## src/design/tmsf_pkg.sv

```systemverilog
// shared types and constants for the trimmed mean sample filter
package tmsf_pkg;

   localparam int SAMPLE_BITS   = 16;
   localparam int MAX_WINDOW    = 16;
   localparam int MIN_WINDOW    = 3;

   localparam int READING_BITS  = 16;
   localparam int AVERAGE_BITS  = 16;
   localparam int SAMPLE_CFG_BITS = 5;
   localparam int ERROR_CFG_BITS  = 4;
   localparam int CSR_DATA_BITS   = 5;
   localparam int CSR_INDEX_BITS  = 1;

   localparam int SUM_BITS   = SAMPLE_BITS + $clog2(MAX_WINDOW);
   localparam int COUNT_BITS = $clog2(MAX_WINDOW + 1);
   localparam int DIV_BITS   = $clog2(MAX_WINDOW - 1);
   localparam int ERR_BITS   = ERROR_CFG_BITS + 1;
   localparam int STEP_BITS  = $clog2(SUM_BITS);

   localparam logic [CSR_INDEX_BITS-1:0] CSR_SAMPLE_COUNT = 1'b0;
   localparam logic [CSR_INDEX_BITS-1:0] CSR_ERROR_LIMIT  = 1'b1;

   localparam logic [SAMPLE_CFG_BITS-1:0] SAMPLE_COUNT_RESET = 5'd5;
   localparam logic [ERROR_CFG_BITS-1:0]  ERROR_LIMIT_RESET  = 4'd4;

   typedef enum logic [1:0] {
      ST_IDLE,
      ST_PREP,
      ST_DIVIDE,
      ST_FINISH
   } state_type;

   typedef struct packed {
      logic accept;
      logic fail_result;
      logic div_load;
      logic div_step;
      logic win_result;
   } cmd_type;

   typedef struct packed {
      logic fail_trip;
      logic window_close;
      logic div_done;
      logic out_blocked;
   } status_type;

endpackage

```

## src/design/tmsf_ctrl.sv

```systemverilog
// controller state machine: handshake, window close and divide sequencing
module tmsf_ctrl
   import tmsf_pkg::*;
(
   input  logic       clock,
   input  logic       reset,
   input  logic       req_valid,
   output logic       req_stall,
   input  status_type status,
   output cmd_type    cmd
);

   state_type state_ff, state_in;

   always_ff @(posedge clock) begin
      if (reset) begin
         state_ff <= ST_IDLE;
      end else begin
         state_ff <= state_in;
      end
   end

   // next state
   always_comb begin
      state_in = state_ff;
      case (state_ff)
         ST_IDLE: begin
            if (req_valid && !status.out_blocked && !status.fail_trip &&
                status.window_close) begin
               state_in = ST_PREP;
            end
         end
         ST_PREP: begin
            state_in = ST_DIVIDE;
         end
         ST_DIVIDE: begin
            if (status.div_done) begin
               state_in = ST_FINISH;
            end
         end
         ST_FINISH: begin
            if (!status.out_blocked) begin
               state_in = ST_IDLE;
            end
         end
         default: begin
            state_in = ST_IDLE;
         end
      endcase
   end

   // outputs
   always_comb begin
      cmd       = '0;
      req_stall = 1'b1;
      case (state_ff)
         ST_IDLE: begin
            req_stall       = status.out_blocked;
            cmd.accept      = req_valid && !status.out_blocked;
            cmd.fail_result = cmd.accept && status.fail_trip;
         end
         ST_PREP: begin
            cmd.div_load = 1'b1;
         end
         ST_DIVIDE: begin
            cmd.div_step = 1'b1;
         end
         ST_FINISH: begin
            cmd.win_result = !status.out_blocked;
         end
         default: begin
            cmd = '0;
         end
      endcase
   end

endmodule

```

## src/design/tmsf_datapath.sv

```systemverilog
// datapath: config registers, accumulators, serial divider, result register
module tmsf_datapath
   import tmsf_pkg::*;
(
   input  logic                       clock,
   input  logic                       reset,
   input  logic                       csr_write_enable,
   input  logic [CSR_INDEX_BITS-1:0]  csr_index,
   input  logic [CSR_DATA_BITS-1:0]   csr_write_data,
   input  logic [READING_BITS-1:0]    req_reading,
   input  logic                       req_read_failed,
   output logic                       rsp_valid,
   input  logic                       rsp_stall,
   output logic [AVERAGE_BITS-1:0]    rsp_average,
   output logic                       rsp_sensor_failed,
   input  cmd_type                    cmd,
   output status_type                 status
);

   logic [SAMPLE_CFG_BITS-1:0] sample_count_ff;
   logic [ERROR_CFG_BITS-1:0]  error_limit_ff;

   logic [SUM_BITS-1:0]    sum_ff, sum_in;
   logic [SAMPLE_BITS-1:0] min_ff, min_in;
   logic [SAMPLE_BITS-1:0] max_ff, max_in;
   logic [COUNT_BITS-1:0]  good_ff, good_in;
   logic [ERR_BITS-1:0]    err_ff, err_in;

   logic [SUM_BITS-1:0]  quo_ff, quo_in;
   logic [DIV_BITS-1:0]  rem_ff, rem_in;
   logic [DIV_BITS-1:0]  divisor_ff, divisor_in;
   logic [STEP_BITS-1:0] step_ff, step_in;

   logic                    rsp_valid_ff, rsp_valid_in;
   logic [AVERAGE_BITS-1:0] average_ff, average_in;
   logic                    failed_ff, failed_in;

   logic [SAMPLE_BITS-1:0] sample;
   logic [COUNT_BITS-1:0]  window_n;
   logic [COUNT_BITS-1:0]  good_next;
   logic [ERR_BITS-1:0]    err_next;
   logic [SUM_BITS-1:0]    total;
   logic [DIV_BITS:0]      rem_shift;
   logic                   quo_bit;

   assign sample    = SAMPLE_BITS'(req_reading);
   assign good_next = good_ff + 1'b1;
   assign err_next  = err_ff + 1'b1;

   always_comb begin
      if (int'(sample_count_ff) < MIN_WINDOW) begin
         window_n = COUNT_BITS'(MIN_WINDOW);
      end else if (int'(sample_count_ff) > MAX_WINDOW) begin
         window_n = COUNT_BITS'(MAX_WINDOW);
      end else begin
         window_n = COUNT_BITS'(sample_count_ff);
      end
   end

   assign status.fail_trip    = req_read_failed && (err_next > ERR_BITS'(error_limit_ff));
   assign status.window_close = !req_read_failed && (good_next >= window_n);
   assign status.div_done     = (step_ff == STEP_BITS'(SUM_BITS - 1));
   assign status.out_blocked  = rsp_valid_ff && rsp_stall;

   assign total     = sum_ff - SUM_BITS'(max_ff) - SUM_BITS'(min_ff);
   assign rem_shift = {rem_ff, quo_ff[SUM_BITS-1]};
   assign quo_bit   = (rem_shift >= {1'b0, divisor_ff});

   // config registers
   always_ff @(posedge clock) begin
      if (reset) begin
         sample_count_ff <= SAMPLE_COUNT_RESET;
         error_limit_ff  <= ERROR_LIMIT_RESET;
      end else if (csr_write_enable) begin
         case (csr_index)
            CSR_SAMPLE_COUNT: sample_count_ff <= csr_write_data;
            CSR_ERROR_LIMIT:  error_limit_ff  <= ERROR_CFG_BITS'(csr_write_data);
            default: begin
            end
         endcase
      end
   end

   // window accumulators
   always_comb begin
      sum_in  = sum_ff;
      min_in  = min_ff;
      max_in  = max_ff;
      good_in = good_ff;
      err_in  = err_ff;
      if (cmd.fail_result || cmd.win_result) begin
         sum_in  = '0;
         min_in  = '1;
         max_in  = '0;
         good_in = '0;
         err_in  = '0;
      end else if (cmd.accept) begin
         if (req_read_failed) begin
            err_in = err_next;
         end else begin
            sum_in  = sum_ff + SUM_BITS'(sample);
            good_in = good_next;
            if (sample < min_ff) begin
               min_in = sample;
            end
            if (sample > max_ff) begin
               max_in = sample;
            end
         end
      end
   end

   always_ff @(posedge clock) begin
      if (reset) begin
         sum_ff  <= '0;
         min_ff  <= '1;
         max_ff  <= '0;
         good_ff <= '0;
         err_ff  <= '0;
      end else begin
         sum_ff  <= sum_in;
         min_ff  <= min_in;
         max_ff  <= max_in;
         good_ff <= good_in;
         err_ff  <= err_in;
      end
   end

   // restoring divider, one quotient bit per cycle
   always_comb begin
      quo_in     = quo_ff;
      rem_in     = rem_ff;
      divisor_in = divisor_ff;
      step_in    = step_ff;
      if (cmd.div_load) begin
         quo_in     = total;
         rem_in     = '0;
         divisor_in = DIV_BITS'(good_ff - COUNT_BITS'(2));
         step_in    = '0;
      end else if (cmd.div_step) begin
         quo_in  = {quo_ff[SUM_BITS-2:0], quo_bit};
         step_in = step_ff + 1'b1;
         if (quo_bit) begin
            rem_in = DIV_BITS'(rem_shift - {1'b0, divisor_ff});
         end else begin
            rem_in = rem_shift[DIV_BITS-1:0];
         end
      end
   end

   always_ff @(posedge clock) begin
      quo_ff     <= quo_in;
      rem_ff     <= rem_in;
      divisor_ff <= divisor_in;
      step_ff    <= step_in;
   end

   // result register
   always_comb begin
      rsp_valid_in = rsp_valid_ff && rsp_stall;
      average_in   = average_ff;
      failed_in    = failed_ff;
      if (cmd.fail_result) begin
         rsp_valid_in = 1'b1;
         average_in   = '0;
         failed_in    = 1'b1;
      end else if (cmd.win_result) begin
         rsp_valid_in = 1'b1;
         average_in   = AVERAGE_BITS'(quo_ff);
         failed_in    = 1'b0;
      end
   end

   always_ff @(posedge clock) begin
      if (reset) begin
         rsp_valid_ff <= 1'b0;
      end else begin
         rsp_valid_ff <= rsp_valid_in;
      end
   end

   always_ff @(posedge clock) begin
      average_ff <= average_in;
      failed_ff  <= failed_in;
   end

   assign rsp_valid         = rsp_valid_ff;
   assign rsp_average       = average_ff;
   assign rsp_sensor_failed = failed_ff;

endmodule

```

## src/design/trimmed_mean_sample_filter.sv

```systemverilog
// top level: one reading per cycle accumulates when not stalled; a window-closing reading
// starts a serial divide of SUM_BITS steps (20 at default widths) that yields its result;
// a failure result appears in the cycle after the failed reading's transfer
// the request side stalls during the divide and while a result is held by rsp_stall
// synchronous active-high reset clears control, accumulators and restores register
// defaults (sample_count 5, error_limit 4)
module trimmed_mean_sample_filter
   import tmsf_pkg::*;
(
   input  logic                       clock,
   input  logic                       reset,
   input  logic                       csr_write_enable,
   input  logic [CSR_INDEX_BITS-1:0]  csr_index,
   input  logic [CSR_DATA_BITS-1:0]   csr_write_data,
   input  logic                       req_valid,
   output logic                       req_stall,
   input  logic [READING_BITS-1:0]    req_reading,
   input  logic                       req_read_failed,
   output logic                       rsp_valid,
   input  logic                       rsp_stall,
   output logic [AVERAGE_BITS-1:0]    rsp_average,
   output logic                       rsp_sensor_failed
);

   cmd_type    cmd;
   status_type status;

   tmsf_ctrl u_ctrl (
      .clock     (clock),
      .reset     (reset),
      .req_valid (req_valid),
      .req_stall (req_stall),
      .status    (status),
      .cmd       (cmd)
   );

   tmsf_datapath u_datapath (
      .clock             (clock),
      .reset             (reset),
      .csr_write_enable  (csr_write_enable),
      .csr_index         (csr_index),
      .csr_write_data    (csr_write_data),
      .req_reading       (req_reading),
      .req_read_failed   (req_read_failed),
      .rsp_valid         (rsp_valid),
      .rsp_stall         (rsp_stall),
      .rsp_average       (rsp_average),
      .rsp_sensor_failed (rsp_sensor_failed),
      .cmd               (cmd),
      .status            (status)
   );

endmodule

```

## config.mk

```make
export PLATFORM = sky130hd
export DESIGN_NAME = trimmed_mean_sample_filter
export DESIGN_NICKNAME = d
export VERILOG_FILES = /design/src/design/tmsf_pkg.sv /design/src/design/tmsf_ctrl.sv /design/src/design/tmsf_datapath.sv /design/src/design/trimmed_mean_sample_filter.sv
export SDC_FILE = /design/constraint.sdc
export NUM_CORES = 1
export LEC_CHECK = 0
export BUFFER_PORTS_ARGS = -buffer_cell sky130_fd_sc_hd__buf_2
export CAP_MARGIN = 20
export CORE_ASPECT_RATIO = 1.5
export CORE_MARGIN = 5
export CORE_UTILIZATION = 55
export CTS_CLUSTER_SIZE = 12
export DETAILED_ROUTE_END_ITERATION = 8
export PLACE_DENSITY_LB_ADDON = 0.2
export SLEW_MARGIN = 30
export SYNTH_ARGS = -nofsm -noshare
export SYNTH_HDL_FRONTEND = slang
export SYNTH_SLANG_ARGS = --single-unit
```

## constraint.sdc

```tcl
create_clock -name clock -period 3.2 [get_ports clock]
set_input_delay 0 -clock clock [delete_from_list [all_inputs] [get_ports clock]]
set_output_delay 0 -clock clock [all_outputs]
set_load 0.02 [all_outputs]
```

; ---- Yosys cells after proc, flatten, opt, wreduce, memory -nomap -nowiden
; Index checks and enable logic that the tools add are counted.
; Widths: inputs -> output; s select.
[word_totals]
ff_bits = 124
output_inout_bits = 19
elab_cells = 76
[classes]
addsub = 8
order_cmp = 7
eq_ne = 7
n_mux = 16
bitwise = 2
reduce_logical = 21
[ops]
columns = op, n
row1 = $mux 20, 2
row2 = $sub 20x16->20, 2
row3 = $add 20x16->20, 1
row4 = $gt 16x16->1, 1
row5 = $lt 16x16->1, 1
row6 = $add 5x1->5 const B, 3
row7 = $mux 5, 2
row8 = $reduce_and 3->1, 3
row9 = $mux 2, 4
row10 = $pmux 2 s4, 1
row11 = $reduce_and 2->1, 4
row12 = $logic_and 1x1->1, 7
row13 = $mux 1, 6
row14 = $eq 5x5->1 const B, 1
row15 = $ge 5x4->1, 1
row16 = $ge 5x5->1, 1
row17 = $gt 5x4->1, 1
row18 = $gt 5x5->1 const B, 1
row19 = $lt 5x2->1 const B, 1
row20 = $eq 2x2->1 const B, 2
row21 = $mux 4, 1
row22 = $ne 2x2->1 const B, 2
row23 = $sub 4x2->4 const B, 1
row24 = $sub 4x4->4, 1
row25 = 8 further kinds, 11

; ---- Depth between registers and ports, before layout
; Gate-level depths: netlist of the first run.
[logic_depth]
ltp_word = 8
mapped_depth = 12
depth_no_buf = 11

; ---- Modules after synthesis
; A second synthesis of the first run with hierarchy kept.
[unflattened]
cells_unflattened = 941
hier_area_um2 = 8339.2
[modules_own_cells]
columns = mod, n_inst, cells_per_inst, area_per_inst_um2, seq_area_each_um2
row1 = tmsf_datapath, 1, 918, 8129.0, 2682.6
row2 = tmsf_ctrl, 1, 23, 210.2, 40.0

; ---- Worst setup path after synthesis of the first run
; No wires, ideal clock.
[synth_timing]
kind = reg-to-reg
startpoint = register u_datapath.max_ff[0]
endpoint = register u_datapath.quo_ff[12] (data pin)
setup_time_ns = 0.260
t_arrival_ns = 2.488
t_required_ns = 2.940
setup_slack_ns = 0.452
path_stages_with_launch = 10
n_path_buf = 0
period_less_slack_ns = 2.748
path_cell_list = dfxtp_1 -> inv_1 -> fa_1 -> fa_1 -> a211oi_1 -> o21ai_1 -> a221oi_2 -> o21ai_0 -> xor2_1 -> mux2_2
[synth_between]
elab_chain_cells = 3
[synth_lines]
columns = element, line
row1 = "start, declared", tmsf_datapath.sv:25  ; logic [SAMPLE_BITS-1:0] max_ff, max_in;
row2 = "start signal, assigned", tmsf_datapath.sv:123  ; max_ff <= max_in;
row3 = $sub 20x16->20 (2 in series), tmsf_datapath.sv:65  ; assign total = sum_ff - SUM_BITS'(max_ff) - SUM_BITS'(min_ff);
row4 = $mux 20, tmsf_datapath.sv:135  ; if (cmd.div_load) begin
row5 = via u_datapath.quo_in[12], tmsf_datapath.sv:29  ; logic [SUM_BITS-1:0] quo_ff, quo_in;
row6 = "end signal, assigned", tmsf_datapath.sv:152  ; quo_ff <= quo_in;
row7 = "end, declared", tmsf_datapath.sv:29
; The timed path passes the listed nets, and every way through them passes these cells.
; A chain may end at the register's enable or synchronous reset.

; ---- Worst setup path in the final report of the first run
[layout_timing]
startpoint = register u_datapath.max_ff[7]
endpoint = register u_datapath.quo_ff[17] (data pin)
; Same word-level chain as after synthesis.

==> flow_metrics.py, run 1 <==
metrics = {
    "global_route": {
        "grt_pass1_wl_mm": 32.9,
        "grt_max_degree": 50,
        "grt_pass1_vias": 6882,
        "antenna_found_initial": 1,
        "gr-total-overflow": 0,
        "grt_usage": 0.244,
    },
    "run_status": {
        "status": "completed",
    },
    "sta": {
        "setup_viol": 0,
        "period_minus_slack_ns": 2.98,
        "finalMaxSlewViolations": 0,
        "worst_pin_slew_ns": 0.828,
        "skew_ns": 0.00809,
        "rsz0062_at_grt": "false",
        "tns_ns": 0,
        "finalHoldViolCount": 0,
        "slew-limit-headroom": 0.448,
        "finalCritPeriodShare": 0.932,
        "fmaxAchievable_mhz": 335,
    },
    "pwr": {
        "max-vdd-ir-drop_v": 0.000438,
        "p_per_area_nw_per_um2": 799,
        "p_leak_uw": 0.00410,
    },
    "yosys": {
        "syn-num-nets": 1056,
        "syn_inst": 921,
        "yosys_warnings": 0,
        "synth_seq_area_share": 0.340,
        "synth-adder-area-share": 0.184,
        "synth_top_family_by_area": "simple AND/OR/NAND/NOR gates",
        "synth-xor-area-share": 0.0427,
        "yosys.area_share.simple": 0.188,
        "synth_edf_count": 24,
        "synth.distinct_cells": 65,
        "ys_ff_latch": 124,
        "synth_ff_type": "dfxtp_1",
        "syn_avg_cell_area_sq_um": 8.69,
        "async_flop_share": 0,
        "synth_compound_area_frac": 0.169,
        "synth_mux_area_frac": 0.0282,
        "synth_area_sq_um": 8000,
    },
    "clocking": {
        "cts-htree-levels": 4,
        "path_clk_slew_ns": 0.06,
        "cts_buffer_depth": 2,
        "cts_made_buffers": 17,
        "cts_tree": "done",
        "cts_sinks": 124,
        "clk_latency_ns": 0.43,
        "root_buffer": "clkbuf_16",
    },
    "setup_path": {
        "critPathSlowestCell": "fa_1",
        "arrival_ns": 3.16,
        "critical_path_class": "flop to flop",
        "critPathLaunchType": "flop",
        "crit_required_ns": 3.37,
        "end_kind": "flop",
        "crit_chain": "inv_1 -> fa_1 -> ha_1 -> nand2_1 -> nor2_1 -> nand4_1 -> a211o_1 -> a31oi_2 -> xnor2_1 -> mux2_2",
        "worstPathMaxFanout": 8,
        "cpPeakStageDelay_ns": 0.51,
        "rr_worst_depth": 10,
    },
    "placed_design": {
        "placed_area_sq_um": 8460,
        "dp_cells": 1141,
        "hpwl_mm": 14.8,
        "portBuffers": 46,
        "routabilityCongestion": 0.893,
    },
    "die": {
        "die_x_um": 108,
        "initial_core_util": 0.556,
        "fp.dieH_um": 158,
        "rows": 54,
        "core_sq_um": 14400,
        "io_pins": 47,
        "dieArea_sq_um": 17100,
    },
    "worst_hold_path": {
        "hold_depth": 4,
        "hold_class": "input port to flop",
    },
    "routing": {
        "ant_nets": 0,
        "drcViolationCount": 0,
        "finalWirelength_mm": 19.7,
        "vias": 6822,
        "wl_per_cell_um": 16.3,
        "vias_per_cell": 5.63,
        "drtIter0Drc": 298,
        "drtPass1Iterations": 5,
    },
    "cells_and_area": {
        "multi_input_area_sq_um": 4920,
        "area_delta_synth_final_pct": 18.2,
        "stdcell_area_sq_um": 9460,
        "seq_area_sq_um": 2720,
        "fin_nets": 1136,
        "drive_gt1_frac": 0.117,
        "final_cells": 1211,
        "nFillCells": 1219,
    },
    "job": {
        "cap_violations": 0,
    },
}
[synth_stat cells (5+ instances only)]
library cell,number,area (sq um)
edfxtp_1,24,721
xnor2_1,19,166
fa_1,18,360
nor2_1,61,229
o211ai_1,5,37.5
xor2_1,20,175
o21ai_0,44,220
a21o_1,21,158
mux2_2,12,135
ha_1,89,1110
nand2_1,101,379
a31oi_1,7,43.8
inv_1,60,225
nand3_1,68,340
mux2i_1,9,90.1
o31ai_1,7,52.6
or3_1,8,50.1
o21ai_1,9,45.0
nor2b_1,11,68.8
buf_2,6,30.0
nor3_1,13,65.1
nand2b_1,7,43.8
a211oi_1,11,82.6
nand4_1,16,100
a21oi_1,80,400
dfxtp_1,100,2000
clkbuf_1,25,93.8
[stage by stage]
stage	power (uW)	hold WS [ns]	util	setup slack, ns
after floorplan	4670	0.0767	-	0.452
after detailed placement	5500	0.231	0.588	0.133
after global routing	8090	0.421	0.657	0.0572
final	7560	0.391	0.657	0.217
after global placement	5460	0.228	0.588	0.182
after CTS	7550	0.382	0.656	0.146
[logic make-up after synthesis]
kind of cell	count (synthesis)
AOI/OAI and AO/OA	218
xor gates and xnor gates	39
adders and majority gates	107
buffers and inverters	97
DFF	124
muxes	21
and+or+nand+nor	315
[cell type report]
type / instances / share of cell area
multi-input combinational: 700 / 0.521
sequential: 124 / 0.288
timing repair buffer: 97 / 0.0757
clock buffer: 23 / 0.0538
tap: 196 / 0.0259
inverter: 61 / 0.0242
clock inverter: 9 / 0.0115
antenna: 1 / 0.000265
[worst max-delay path, delay by kind of cell, from the launching register on]
kind	cells	cell delay (ns)
flip-flops	1	0.32
buffers and inverters	1	0.07
AND/OR/NAND/NOR	3	0.52
multiplexers	1	0.26
XOR/XNOR	1	0.08
AO/OA/AOI/OAI	2	0.55
adder cells (fa/ha/maj)	2	0.93
[layout by cell type (no fill, tap or decap), types with 20 or more instances in the layout]
| master | instances |
|---|---|
| buf_2 | 46 |
| dlygate4sd3_1 | 36 |
| edfxtp_1 | 24 |
| xor2_1 | 20 |
| dfxtp_1 | 100 |
| a21oi_1 | 80 |
| inv_1 | 60 |
| ha_1 | 89 |
| o21ai_0 | 44 |
| nand3_1 | 68 |
| nand2_1 | 101 |
| a21o_1 | 21 |
| nor2_1 | 61 |
[layer usage]
metal / wire length [um] / GRT usage / up-vias
met5: 0 / 0 / -
met4: 549 / 0.102 / 0
met2: 10500 / 0.457 / 137
met3: 622 / 0.0392 / 41
met1: 8060 / 0.269 / 3206
li1: - / - / 3438
[power by group]
group	internal [uW]	switching, uW
clock	1270	716
sequential	2040	222
combinational	1380	1930
[flip-flops by register name, summed over array words and instances (netlist names)]
| register | cells |
|---|---|
| u_datapath.rsp_valid | 1 |
| u_datapath.rsp_sensor_failed | 1 |
| u_datapath.sum_ff | 20 |
| u_datapath.good_ff | 5 |
| u_datapath.sample_count_ff | 5 |
| u_datapath.max_ff | 16 |
| u_datapath.step_ff | 5 |
| u_datapath.rem_ff | 4 |
| u_datapath.rsp_average | 16 |
| u_datapath.quo_ff | 20 |
| u_ctrl.state_ff | 2 |
| u_datapath.min_ff | 16 |
| u_datapath.err_ff | 5 |
| u_datapath.error_limit_ff | 4 |
| u_datapath.divisor_ff | 4 |
[final timing paths]
| kind | startpoint | endpoint | slack [ns] |
|---|---|---|---|
| setup / recovery | u_datapath.max_ff[7] | u_datapath.quo_ff[17] | 0.22 |
| hold / removal | csr_write_data[3] | u_datapath.sample_count_ff[3] | 0.39 |
| setup reg to reg | u_datapath.max_ff[7] | u_datapath.quo_ff[17] | 0.22 |
| hold reg to reg | u_datapath.rsp_average[7] | u_datapath.rsp_average[7] | 0.45 |
[what timing repair did]
item,CTS,global route
hold buffers,36,0
endpoints found under the setup margin,0,1
setup buffers,0,1
hold endpoints to repair,46,0
resized for setup,0,1
No activity file was read; power rests on OpenSTA's default activity.
==> run 2, diff against run 1 <==
--- a/config.mk
+++ b/config.mk
@@ -13,6 +13,7 @@
 export CTS_CLUSTER_SIZE = 12
 export DETAILED_ROUTE_END_ITERATION = 8
 export PLACE_DENSITY_LB_ADDON = 0.2
+export RECOVER_POWER = 100
 export SLEW_MARGIN = 30
 export SYNTH_ARGS = -nofsm -noshare
 export SYNTH_HDL_FRONTEND = slang
==> flow_metrics.py, run 2 (synthesized netlist as in run 1, its figures left out) <==
metrics = {
    "sta": {
        "finalCritPeriodShare": 0.935,
        "worst_pin_slew_ns": 1.07,
        "fmaxAchievable_mhz": 334,
        "finalHoldViolCount": 0,
        "rsz0062_at_grt": "false",
        "setup_viol": 0,
        "period_minus_slack_ns": 2.99,
        "finalMaxSlewViolations": 0,
        "slew-limit-headroom": 0.286,
        "whs_ns": 0.394,
        "tns_ns": 0,
        "skew_ns": 0.00668,
    },
    "routing": {
        "drtPass1Iterations": 5,
        "vias": 6824,
        "ant_nets": 0,
        "finalWirelength_mm": 19.7,
        "drcViolationCount": 0,
        "drtIter0Drc": 313,
        "wl_per_cell_um": 16.3,
        "vias_per_cell": 5.64,
    },
    "setup_path": {
        "critPathSlowestCell": "fa_1",
        "rr_worst_depth": 10,
        "reg2reg_slack_ns": 0.21,
        "critPathLaunchType": "flop",
        "end_kind": "flop",
        "cpPeakStageDelay_ns": 0.50,
        "crit_required_ns": 3.37,
        "worstPathMaxFanout": 8,
        "crit_chain": "inv_1 -> fa_1 -> ha_1 -> nand2_1 -> nor2_1 -> nand4_1 -> a211o_1 -> a31oi_2 -> xnor2_1 -> mux2_2",
        "rr_endpoint": "u_datapath.quo_ff[17]",
        "reg2reg_from": "u_datapath.max_ff[7]",
        "critical_path_class": "flop to flop",
        "arrival_ns": 3.16,
    },
    "pwr": {
        "p_per_area_nw_per_um2": 800,
        "power_frac_comb": 0.436,
        "max-vdd-ir-drop_v": 0.000439,
        "intPower_uw": 4650,
        "seqPwrFrac": 0.301,
        "p_leak_uw": 0.00400,
        "clkPwrFrac": 0.264,
        "p_switching_uw": 2870,
        "sw_frac_of_total": 0.381,
    },
    "die": {
        "rows": 54,
        "core_sq_um": 14400,
        "io_pins": 47,
        "initial_core_util": 0.556,
        "dieArea_sq_um": 17100,
        "fp.dieH_um": 158,
        "die_x_um": 108,
    },
    "worst_hold_path": {
        "hold_class": "input port to flop",
        "holdPathEnd": "u_datapath.sample_count_ff[3]",
        "hold_depth": 4,
        "hold_start": "csr_write_data[3]",
    },
    "global_route": {
        "grt_pass1_wl_mm": 32.9,
        "grt_usage": 0.244,
        "grt_max_degree": 50,
        "met1_usage": 0.269,
        "antenna_found_initial": 1,
        "grt_pass1_vias": 6882,
        "met2_usage": 0.457,
        "met3_usage": 0.0392,
        "busiest_layer": "met2",
        "gr-total-overflow": 0,
    },
    "cells_and_area": {
        "area_delta_synth_final_pct": 17.6,
        "fin_nets": 1136,
        "layout_common_cells": "nand2_1, dfxtp_1, ha_1, a21oi_1, nand3_1",
        "reg_top3": "u_datapath.quo_ff: 20 flops, u_datapath.sum_ff: 20 flops",
        "drive_gt1_frac": 0.0947,
        "stdcell_area_sq_um": 9400,
        "final_common_cell": "nand2_1",
    },
    "clocking": {
        "path_clk_slew_ns": 0.06,
        "cts_buffer_depth": 2,
        "clk_latency_ns": 0.42,
        "cts_made_buffers": 17,
        "root_buffer": "clkbuf_16",
        "cts-htree-levels": 4,
        "cts_sinks": 124,
        "cts_tree": "done",
    },
    "placed_design": {
        "hpwl_mm": 14.8,
        "placed_area_sq_um": 8460,
        "portBuffers": 46,
        "routabilityCongestion": 0.893,
    },
    "run_status": {
        "status": "completed",
    },
    "job": {
        "cap_violations": 0,
    },
}
[run 2: changes by cell type in the layout (fill, tap and decap cells not counted), sizes merged]
cell / delta
buf: -24
clkbuf: +24
[run 2: critical path: cells and delay by family (launching register included)]
kind | cells | cell delay, ns
xor+xnor | 1 | 0.08
buf+inv | 1 | 0.07
flops | 1 | 0.32
compound gates | 2 | 0.56
fa+ha+maj | 2 | 0.92
simple gates | 3 | 0.53
mux | 1 | 0.26
[run 2: layout make-up]
| type | count | area [sq um] |
|---|---|---|
| Inverter | 61 | 229 |
| Timing Repair Buffer | 97 | 662 |
| Tap cell | 196 | 245 |
| Clock inverter | 9 | 109 |
| Fill cell | 1230 | 4990 |
| Sequential cell | 124 | 2720 |
| Clock buffer | 23 | 509 |
| Multi-Input combinational cell | 700 | 4920 |
| Antenna cell | 1 | 2.50 |
[run 2: per-layer routing]
| layer | wire length, um | vias to the layer above |
|---|---|---|
| met4 | 534 | 0 |
| met5 | 0 | - |
| met2 | 10500 | 140 |
| met1 | 8060 | 3210 |
| li1 | - | 3432 |
| met3 | 619 | 42 |
[run 2: worst max path at each step]
stage | from | to | slack [ns] | cells past startpoint
finish | u_datapath.max_ff[7] | u_datapath.quo_ff[17] | 0.21 | 10
global route | u_datapath.err_ff[0] | u_datapath.max_ff[8] | 0.05 | 11
CTS | u_datapath.max_ff[0] | u_datapath.quo_ff[12] | 0.15 | 9
detailed placement | u_datapath.max_ff[0] | u_datapath.quo_ff[12] | 0.13 | 9
global placement | u_datapath.max_ff[0] | u_datapath.quo_ff[12] | 0.18 | 9
floorplan | u_datapath.max_ff[0] | u_datapath.quo_ff[12] | 0.45 | 9
[run 2: what timing repair did]
action / 4_1_cts / 5_1_grt
gates resized for setup: 0 / 1
hold endpoints to repair: 46 / 0
endpoints found under the setup margin: 0 / 1
buffers inserted: 0 / 1
hold buffers: 36 / 0
[run 2: per-stage QoR]
stage | power, uW | util | worst slack [ns] | instances
6_report | 7520 | 0.653 | 0.208 | 1211
5_1_grt | 8050 | 0.653 | 0.0546 | 1211
4_1_cts | 7550 | 0.656 | 0.146 | 1209
3_5_place_dp | 5500 | 0.588 | 0.133 | 1141
3_3_place_gp | 5460 | 0.588 | 0.182 | 1141
2_1_floorplan | 4670 | - | 0.452 | 921
[run 2: power groups by stage]
stage	clock [uW]	sequential (uW)	combinational [uW]
2_1_floorplan	0	2300	2370
3_3_place_gp	0	2290	3180
3_5_place_dp	0	2290	3210
4_1_cts	2020	2260	3270
5_1_grt	2090	2300	3670
6_report	1980	2260	3280
==> run 3, diff against run 2 <==
--- a/config.mk
+++ b/config.mk
@@ -7,7 +7,6 @@
 export LEC_CHECK = 0
 export BUFFER_PORTS_ARGS = -buffer_cell sky130_fd_sc_hd__buf_2
 export CAP_MARGIN = 20
-export CORE_ASPECT_RATIO = 1.5
 export CORE_MARGIN = 5
 export CORE_UTILIZATION = 55
 export CTS_CLUSTER_SIZE = 12
@@ -17,4 +16,5 @@
 export SLEW_MARGIN = 30
 export SYNTH_ARGS = -nofsm -noshare
 export SYNTH_HDL_FRONTEND = slang
+export SYNTH_HIERARCHICAL = 1
 export SYNTH_SLANG_ARGS = --single-unit
==> flow_metrics.py, run 3 <==
metrics = {
    "run_status": {
        "status": "completed",
    },
    "sta": {
        "worst_pin_slew_ns": 1.19,
        "slew-limit-headroom": 0.209,
        "finalCritPeriodShare": 0.944,
        "fmaxAchievable_mhz": 331,
        "finalMaxSlewViolations": 0,
        "period_minus_slack_ns": 3.02,
        "tns_ns": 0,
        "skew_ns": 0.00720,
        "finalHoldViolCount": 0,
        "setup_viol": 0,
        "rsz0062_at_grt": "false",
    },
    "cells_and_area": {
        "seq_area_sq_um": 2720,
        "drive_gt1_frac": 0.0995,
        "final_common_cell": "dfxtp_1",
        "nFillCells": 1295,
        "num_antenna_cells": 0,
        "fin_nets": 1157,
        "multi_input_area_sq_um": 5220,
        "reg_top3": "u_datapath/quo_ff: 20 flops, u_datapath/sum_ff: 20 flops",
        "post-route-util": 0.648,
        "area_delta_synth_final_pct": 16.7,
        "layout_common_cells": "dfxtp_1, nor2_1, ha_1, a21oi_1, inv_1",
    },
    "clocking": {
        "path_clk_slew_ns": 0.06,
        "root_buffer": "clkbuf_16",
        "clk_latency_ns": 0.42,
        "cts_made_buffers": 17,
        "cts_tree": "done",
        "cts_buffer_depth": 2,
        "cts-htree-levels": 4,
        "cts_sinks": 124,
    },
    "die": {
        "dieArea_sq_um": 17700,
        "die_x_um": 133,
        "fp.dieH_um": 133,
        "io_pins": 47,
        "core_sq_um": 15000,
        "rows": 45,
        "initial_core_util": 0.555,
    },
    "global_route": {
        "grt_pass1_wl_mm": 33.0,
        "grt_usage": 0.227,
        "grt_max_degree": 37,
        "gr-total-overflow": 0,
        "grt_pass1_vias": 6594,
        "antenna_found_initial": 0,
    },
    "yosys": {
        "syn_avg_cell_area_sq_um": 8.86,
        "synth_area_sq_um": 8340,
        "synth_area_leaders": "dfxtp_1, ha_1, edfxtp_1",
        "synth_ff_type": "dfxtp_1",
        "synth_seq_area_share": 0.326,
        "synthTopCellsByCount": "dfxtp_1, nor2_1, ha_1, a21oi_1, inv_1",
        "yosysTopAreaCell": "dfxtp_1",
        "ys_ff_latch": 124,
        "synth.distinct_cells": 66,
        "synth.top_cell.area_share": 0.240,
        "synth_edf_count": 24,
        "syn_inst": 941,
        "synth.most_common_cell": "dfxtp_1",
        "async_flop_share": 0,
        "yosys_warnings": 6,
        "syn-num-nets": 1076,
    },
    "routing": {
        "finalWirelength_mm": 19.6,
        "vias": 7040,
        "ant_nets": 0,
        "drcViolationCount": 0,
        "drtIter0Drc": 546,
        "wl_per_cell_um": 16.0,
        "drtPass1Iterations": 5,
        "vias_per_cell": 5.76,
    },
    "setup_path": {
        "arrival_ns": 3.38,
        "reg2reg_slack_ns": 0.18,
        "rr_worst_depth": 15,
        "critPathLaunchType": "flop",
        "end_kind": "flop",
        "critical_path_class": "flop to flop",
        "worstPathMaxFanout": 19,
        "crit_required_ns": 3.56,
        "rr_endpoint": "u_datapath/sum_ff[8]",
        "reg2reg_from": "u_datapath/err_ff[0]",
    },
    "worst_hold_path": {
        "hold_class": "input port to flop",
        "hold_depth": 5,
        "hold_start": "req_valid",
        "holdPathEnd": "u_datapath/err_ff[1]",
    },
    "pwr": {
        "p_per_area_nw_per_um2": 744,
        "max-vdd-ir-drop_v": 0.000438,
        "p_leak_uw": 0.00419,
    },
    "job": {
        "cap_violations": 0,
    },
    "placed_design": {
        "portBuffers": 46,
        "routabilityCongestion": 0.850,
        "hpwl_mm": 13.9,
    },
}
[run 3: changes by cell type after synthesis, moves of 6 or more]
cell / change
mux2i_1: +32
o21ai_0: -17
and3_1: +6
inv_1: +14
xor2_1: -8
o21a_1: +6
nand2_1: -52
nand3_1: -13
nand2b_1: +7
o21ai_1: +10
o211ai_1: +6
o31ai_1: -6
nor2_1: +32
[run 3: worst max path at each step]
| stage | from | endpoint | slack (ns) | cells past startpoint |
|---|---|---|---|---|
| 6_report | u_datapath/err_ff[0] | u_datapath/sum_ff[8] | 0.18 | 15 |
| 5_1_grt | u_datapath/err_ff[0] | u_datapath/sum_ff[8] | 0.004 | 15 |
| 3_3_place_gp | u_datapath/err_ff[0] | u_datapath/min_ff[7] | 0.17 | 13 |
| 3_5_place_dp | u_datapath/err_ff[0] | u_datapath/min_ff[3] | 0.07 | 13 |
| 2_1_floorplan | u_datapath/err_ff[0] | u_datapath/sum_ff[15] | 0.22 | 14 |
| 4_1_cts | u_datapath/err_ff[0] | u_datapath/min_ff[3] | 0.04 | 13 |
[run 3: power breakdown]
group          leakage, uW  total [uW]  internal (uW)  switching, uW
Combinational      0.00286        3060           1300           1760
Sequential         0.00103        2210           2000            207
Clock             0.000300        1970           1250            714
[run 3: metrics by stage]
step / hold WS (ns) / instance area [sq um] / worst slack [ns] / cells / total power, uW
after floorplan: 0.125 / 8340 / 0.223 / 941 / 4520
after global placement: 0.237 / 8770 / 0.165 / 1154 / 5180
after detailed placement: 0.247 / 8780 / 0.0710 / 1154 / 5230
after CTS: 0.0212 / 9700 / 0.0353 / 1218 / 7250
after global routing: 0.0760 / 9740 / 0.00416 / 1223 / 7760
final: 0.0349 / 9740 / 0.179 / 1223 / 7240
[run 3: area by class of cell]
type / count / share of cell area
Clock inverter: 10 / 0.0113
Timing Repair Buffer: 95 / 0.0694
Tap cell: 188 / 0.0242
Multi-Input combinational cell: 710 / 0.536
Clock buffer: 22 / 0.0510
Sequential cell: 124 / 0.280
Inverter: 74 / 0.0285
[run 3: cells by family (layout without fill, tap and decap cells)]
kind of cell    after synthesis  in the layout  share of synthesized area
simple gates                284            284                      0.165
buf+inv                     107            201                     0.0501
xor+xnor                     35             35                     0.0368
mux                          55             55                     0.0681
compound gates              229            229                      0.177
fa+ha+maj                   107            107                      0.177
flops                       124            124                      0.326
[run 3: worst max-delay path, cell delays in order (launching register included)]
cell and delay, ns:
dfxtp_1 0.34, ha_1 0.32, ha_1 0.30, nor2b_1 0.14, o21ai_0 0.15, nand2b_1 0.08, a21oi_1 0.16, a41oi_1 0.06
o21a_1 0.22, and2_1 0.15, buf_4 0.21, nor3_4 0.18, buf_6 0.17, nand3_1 0.07, or3_1 0.31, nand3_1 0.10
[run 3: routing by layer]
layer	part of all wire	vias up	track usage
met5	0	-	0
met4	0.015	0	0.0617
met3	0.050	25	0.0472
met2	0.44	157	0.347
met1	0.49	3343	0.328
li1	-	3515	-
[run 3: repair_timing]
item / in CTS / in global routing
hold buffers: 32 / 0
endpoints found under the hold margin: 43 / 0
setup endpoints to repair: 0 / 44
setup buffers: 0 / 4
resized for setup: 0 / 4
